[src/sv/pdutx_pkg.sv]
// ----------------------------------------------------------------------------
// pdutx_pkg
// Shared types and constants for the message table with transmit scheduling
// and receive deadline supervision.
// ----------------------------------------------------------------------------
package pdutx_pkg;

  localparam int ENTRIES = 64;
  localparam int IDX_W   = (ENTRIES > 1) ? $clog2(ENTRIES) : 1;
  localparam int CNT_W   = $clog2(ENTRIES + 1);

  typedef enum logic [2:0] {
    OP_LOAD    = 3'd0,
    OP_TRIGGER = 3'd1,
    OP_CONFIRM = 3'd2,
    OP_RECEIVE = 3'd3,
    OP_TICK    = 3'd4
  } op_t;

  typedef enum logic [1:0] {
    MODE_NONE     = 2'd0,
    MODE_PERIODIC = 2'd1,
    MODE_DIRECT   = 2'd2,
    MODE_MIXED    = 2'd3
  } tx_mode_t;

  typedef struct packed {
    logic [2:0]  op;
    logic [5:0]  entry_index;
    logic [15:0] bus_pdu_id;
    logic        ok;
    logic        started;
    logic        is_tx;
    logic [1:0]  tx_mode;
    logic [15:0] period;
    logic [7:0]  repetitions;
    logic [15:0] rep_period;
    logic [15:0] timeout;
    logic        immediate;
  } in_item_t;

  typedef struct packed {
    logic        send_now;
    logic [5:0]  which_entry;
    logic [15:0] bus_pdu_out;
    logic        deadline_hit;
    logic        deadline_state;
    logic        notify;
    logic        matched;
  } out_item_t;

  // One table row: static configuration plus runtime counters.
  typedef struct packed {
    logic [15:0] bus_id;
    logic        started;
    logic        is_tx;
    logic [1:0]  tx_mode;
    logic        immediate;
    logic [15:0] period;
    logic [15:0] rep_period;
    logic [7:0]  rep_total;
    logic [15:0] deadline;
    logic [15:0] tx_cd;
    logic [7:0]  reps_left;
    logic [15:0] rep_cd;
    logic        send_req;
    logic [15:0] rx_cd;
    logic        timed_out;
  } row_t;

  typedef enum logic [2:0] {
    ST_IDLE,
    ST_DECODE,
    ST_SCAN,
    ST_EXEC,
    ST_ZERO
  } state_t;

  typedef struct packed {
    logic cap;
    logic cnt_clr;
    logic rd_en;
    logic rd_sel_idx;
    logic exec;
    logic zero;
  } dp_cmd_t;

  typedef struct packed {
    logic [2:0] op;
    logic       idx_ok;
    logic       match;
    logic       scan_done;
    logic       out_free;
  } dp_sts_t;

endpackage

[src/sv/pdutx_ctrl.sv]
// ----------------------------------------------------------------------------
// pdutx_ctrl
// Sequencer: captures a transaction, selects direct read or id scan, and
// launches the row update, or a zero result, once the result register is free.
// ----------------------------------------------------------------------------
module pdutx_ctrl (
  input  logic              clk,
  input  logic              rst_n,
  input  logic              in_valid,
  output logic              in_ready,
  input  pdutx_pkg::dp_sts_t sts,
  output pdutx_pkg::dp_cmd_t cmd
);
  import pdutx_pkg::*;

  state_t state_r, state_nxt;

  always_ff @(posedge clk) begin
    if (!rst_n) begin
      state_r <= ST_IDLE;
    end else begin
      state_r <= state_nxt;
    end
  end

  always_comb begin
    state_nxt = state_r;
    cmd       = '0;
    in_ready  = 1'b0;
    unique case (state_r)
      ST_IDLE: begin
        in_ready = 1'b1;
        if (in_valid) begin
          cmd.cap     = 1'b1;
          cmd.cnt_clr = 1'b1;
          state_nxt   = ST_DECODE;
        end
      end
      ST_DECODE: begin
        priority if (sts.op == OP_LOAD || sts.op == OP_TRIGGER || sts.op == OP_TICK) begin
          if (sts.idx_ok) begin
            cmd.rd_en      = 1'b1;
            cmd.rd_sel_idx = 1'b1;
            state_nxt      = ST_EXEC;
          end else begin
            state_nxt = ST_ZERO;
          end
        end else if (sts.op == OP_CONFIRM || sts.op == OP_RECEIVE) begin
          state_nxt = ST_SCAN;
        end else begin
          state_nxt = ST_ZERO;
        end
      end
      ST_SCAN: begin
        // stop reading on a hit so the matched row stays in the read register
        priority if (sts.match) begin
          state_nxt = ST_EXEC;
        end else if (sts.scan_done) begin
          state_nxt = ST_ZERO;
        end else begin
          cmd.rd_en = 1'b1;
        end
      end
      ST_EXEC: begin
        if (sts.out_free) begin
          cmd.exec  = 1'b1;
          state_nxt = ST_IDLE;
        end
      end
      ST_ZERO: begin
        if (sts.out_free) begin
          cmd.zero  = 1'b1;
          state_nxt = ST_IDLE;
        end
      end
      default: state_nxt = ST_IDLE;
    endcase
  end

endmodule

[config.mk]
export PLATFORM = sky130hd
export DESIGN_NAME = pdutx_ctrl
export DESIGN_NICKNAME = d
export VERILOG_FILES = /design/src/sv/pdutx_pkg.sv /design/src/sv/pdutx_ctrl.sv
export SDC_FILE = /design/constraint.sdc
export NUM_CORES = 1
export LEC_CHECK = 0
export BUFFER_PORTS_ARGS = -buffer_cell sky130_fd_sc_hd__buf_2
export CELL_PAD_IN_SITES_DETAIL_PLACEMENT = 0
export CELL_PAD_IN_SITES_GLOBAL_PLACEMENT = 1
export CORE_AREA = 10 10 47 49
export CTS_CLUSTER_DIAMETER = 100
export DETAILED_ROUTE_END_ITERATION = 10
export DIE_AREA = 0 0 57 59
export PLACE_DENSITY_LB_ADDON = 0.15
export SYNTH_ARGS = -nofsm -noshare
export SYNTH_HDL_FRONTEND = slang
export SYNTH_SLANG_ARGS = --single-unit
[constraint.sdc]
create_clock -name clk -period 2.1 [get_ports clk]
set_input_delay 0.63 -clock clk [delete_from_list [all_inputs] [get_ports clk]]
set_output_delay 0.63 -clock clk [all_outputs]
set_load 0.1 [all_outputs]
==> metrics.md <==
| Metric | Value |
|---|---|
| Antenna cells | 0 |
| Vias in the first global route | 387 |
| 1st-iter DRT viols | 8 |
| Non-filler cells, final | 73 |
| First-pass GRT wire length | about 1600 um |
| Via Count | 336 |
| # nets final | slightly below 70 |
| Total power | about 430 uW |
| Hold path depth | 2 |
| Hold path endpoint | state_r[1] |
| Initial antenna violation count | 0 |
| WL per Instance | between 10 and 15 um |
| Ys Warns | 0 |
| Fill cell total of the finished layout | 158 |
| Worst Path Required | around 1500 ps |
| Synth area leader | dfxtp_1 |
| Hold Buf Count CTS | 0 |
| Die area | 0.003363 sq mm |
| Max Fclk | just under 500 MHz |
| CTS sink cnt | 3 |
| VDD IR max | 0.0004602 V |
| TritonRoute pass-1 iters | 3 |
| Largest stage delay, worst path | 190 ps |
| Slew Limit Headroom | 0.6780 |
| Starting density of the core | 0.1920 |
| Final WL | 985 um |
| Mapped Area | 269.0 sq um |
| Max FFs per register | 3 |
| Total CTS buffers | 3 |
| Die Height | 59 um |
| Critical path launch point type | primary input |
| Root Buffer Master | clkbuf_4 |
| Post-synthesis sequential area ratio | 0.2233 |
| Reg2Reg Setup Slack | 990 ps |
| Power Density | 784.3 mW/mm^2 |
| Placed Cells incl. Taps | 68 |
| CP cell instances | buf_6, nor2_1, nand4_1, buf_6, o22ai_4, buf_12 |
| Area delta synth->final | 103.7% |
| Synth top area cells | dfxtp_1 22%, nor2_1 7.0%, nor3_1 5.6% |
| Number of remaining DRC errors | 0 |
| Minimum clock period | 2039 ps |
| Clk_lat worst skew | 240 ps |
| Global placer's final weighted congestion | 0.7404 |
| Final core occ | 0.3911 |
| Slew @ Worst Pin | 486.4 ps |
| Worst setup EP type | output pin |
| Worst R2R Path Depth | 3 |
| Net Count, Synth | 47 |
| Core footprint | between 0.001 and 0.0015 sq mm |
| Regs by FF count | state_r (3) |
| Register clock-pin slew on the reported worst setup and hold paths | about 40 ps |
| GRT Residual Overflow | 0 |
| Top cell type's share of synthesized area | 0.2233 |
| Final Setup Violations | 0 |
| Setup TNS | 0 ps |
| Antenna viol nets, final | 0 |
| Avg Vias per Cell | 4.603 |
| FP Rows | 14 |
| Fin crit share | 0.9710 |
| Final Skew | between 5 and 6 ps |
| Most frequent cells in the layout | 9 x buf_2, 6 x buf_12, 4 x nor2_1, 4 x nand2_1 |
| Synth cell types | 24 |
| Kind of critical path | primary input to output pin |
| CTS Buffer Depth | 2 |
| HP Class | register to register |
| IO Count | 17 |
| Biggest register | state_r |
| # Max-Cap Violations | 0 |
| Most frequent CP cell | buf_6 |
| Fin. max-slew vios | 0 |
| Largest net degree at the start of global routing | 13 |
| Hold path startpoint | state_r[0] |
| Layout cell share with drive strength beyond 1 | 0.5789 |
| Avg Inst Size Synth | 7.270 sq um |
| Final Hold Viols | 0 |
| CTS tree | yes |
| Worst Hold Slack | roughly 600 ps |
| Port Buf Inserts | 16 |
| Global Route Usage Sum | 0.06080 |
| Die width | 57 um |
| Mapped Cells | 37 |
| Post-DP HPWL | just under 800 um |
| Slowest CP cell | buf_12 |
| Synthesized flop and latch total | 3 |
| Largest fanout on the critical path | 3 |
| Commonest non-fill, non-tap cell in the layout | buf_2 |
| Leak pwr | 0.0002248 uW |
| RR Endpoint | state_r[2] |
| Critical path arrival | 1410 ps |
| R2r startpoint | state_r[0] |
| H-tree depth | 1 |
| Status | finished, final reports clean |
cell type report:
class | count | area (sq um) | area share
clock buffer | 4 | 26.28 | 0.04795
multi-input combinational | 30 | 235.2 | 0.4292
timing repair buffer | 18 | 195.2 | 0.3562
inverter | 2 | 7.507 | 0.01370
sequential | 3 | 63.81 | 0.1164
tap | 16 | 20.02 | 0.03653
synthesized netlist by cell type, drive strengths merged:
library cell	instances
buf	2
nand4b	1
o2111ai	1
a21oi	2
nor2	5
o22a	1
o22ai	1
nand2b	1
nand4	1
nor2b	1
and3	1
a221o	1
and2	1
nor3	3
and2b	1
a31oi	1
or2	1
o31ai	1
dfxtp	3
o21ai	1
nand2	4
o211a	1
inv	2
timing repair:
action	4_1_cts	5_1_grt
pin swaps	2	3
setup endpoints to repair	1	1
buffers inserted	1	0
resized for setup	0	4
kinds of logic after synthesis:
group | Yosys count | synth area share
AND/OR/NAND/NOR | 20 | 0.4140
AO/OA/AOI/OAI | 10 | 0.2884
buffers and inverters | 4 | 0.07442
flip-flops | 3 | 0.2233
metal layers:
metal	share of wire	track usage
met1	0.45	0.06257
met2	0.49	0.1008
met5	0	0
met4	0.0081	0.04027
met3	0.052	0.02361
worst max path at each step:
stage	startpoint	endpoint	slack (ps)	cells after the start
2_1_floorplan	state_r[0]	cmd[5]	-460	4
3_3_place_gp	sts[5]	cmd[3]	-30	5
5_1_grt	sts[5]	cmd[3]	-2	6
6_report	sts[5]	cmd[3]	60	6
3_5_place_dp	sts[5]	cmd[3]	-40	5
4_1_cts	sts[5]	cmd[3]	30	6
through the flow:
| stage | setup slack (ps) | instance area [sq um] |
|---|---|---|
| 2_1_floorplan | -459.5 | 336.6 |
| 3_3_place_gp | -26.71 | 503.0 |
| 3_5_place_dp | -37.46 | 503.0 |
| 4_1_cts | 25.99 | 536.8 |
| 5_1_grt | -1.522 | 548.0 |
| 6_report | 60.80 | 548.0 |
power by group:
part	switching (uW)	internal (uW)	leakage (uW)	total, uW
logic	156	82.7	0.000184	239
registers	20.1	65.4	0.0000258	85.5
clock network	33.7	71.4	0.0000150	105
total	210	220	0.000225	430
worst max-delay path, delay by kind of cell:
| family | cells | cell delay [ps] |
|---|---|---|
| AND/OR/NAND/NOR | 2 | 190 |
| AO/OA/AOI/OAI | 1 | 160 |
| buffers and inverters | 3 | 430 |
No activity file was read; power rests on OpenSTA's default activity.
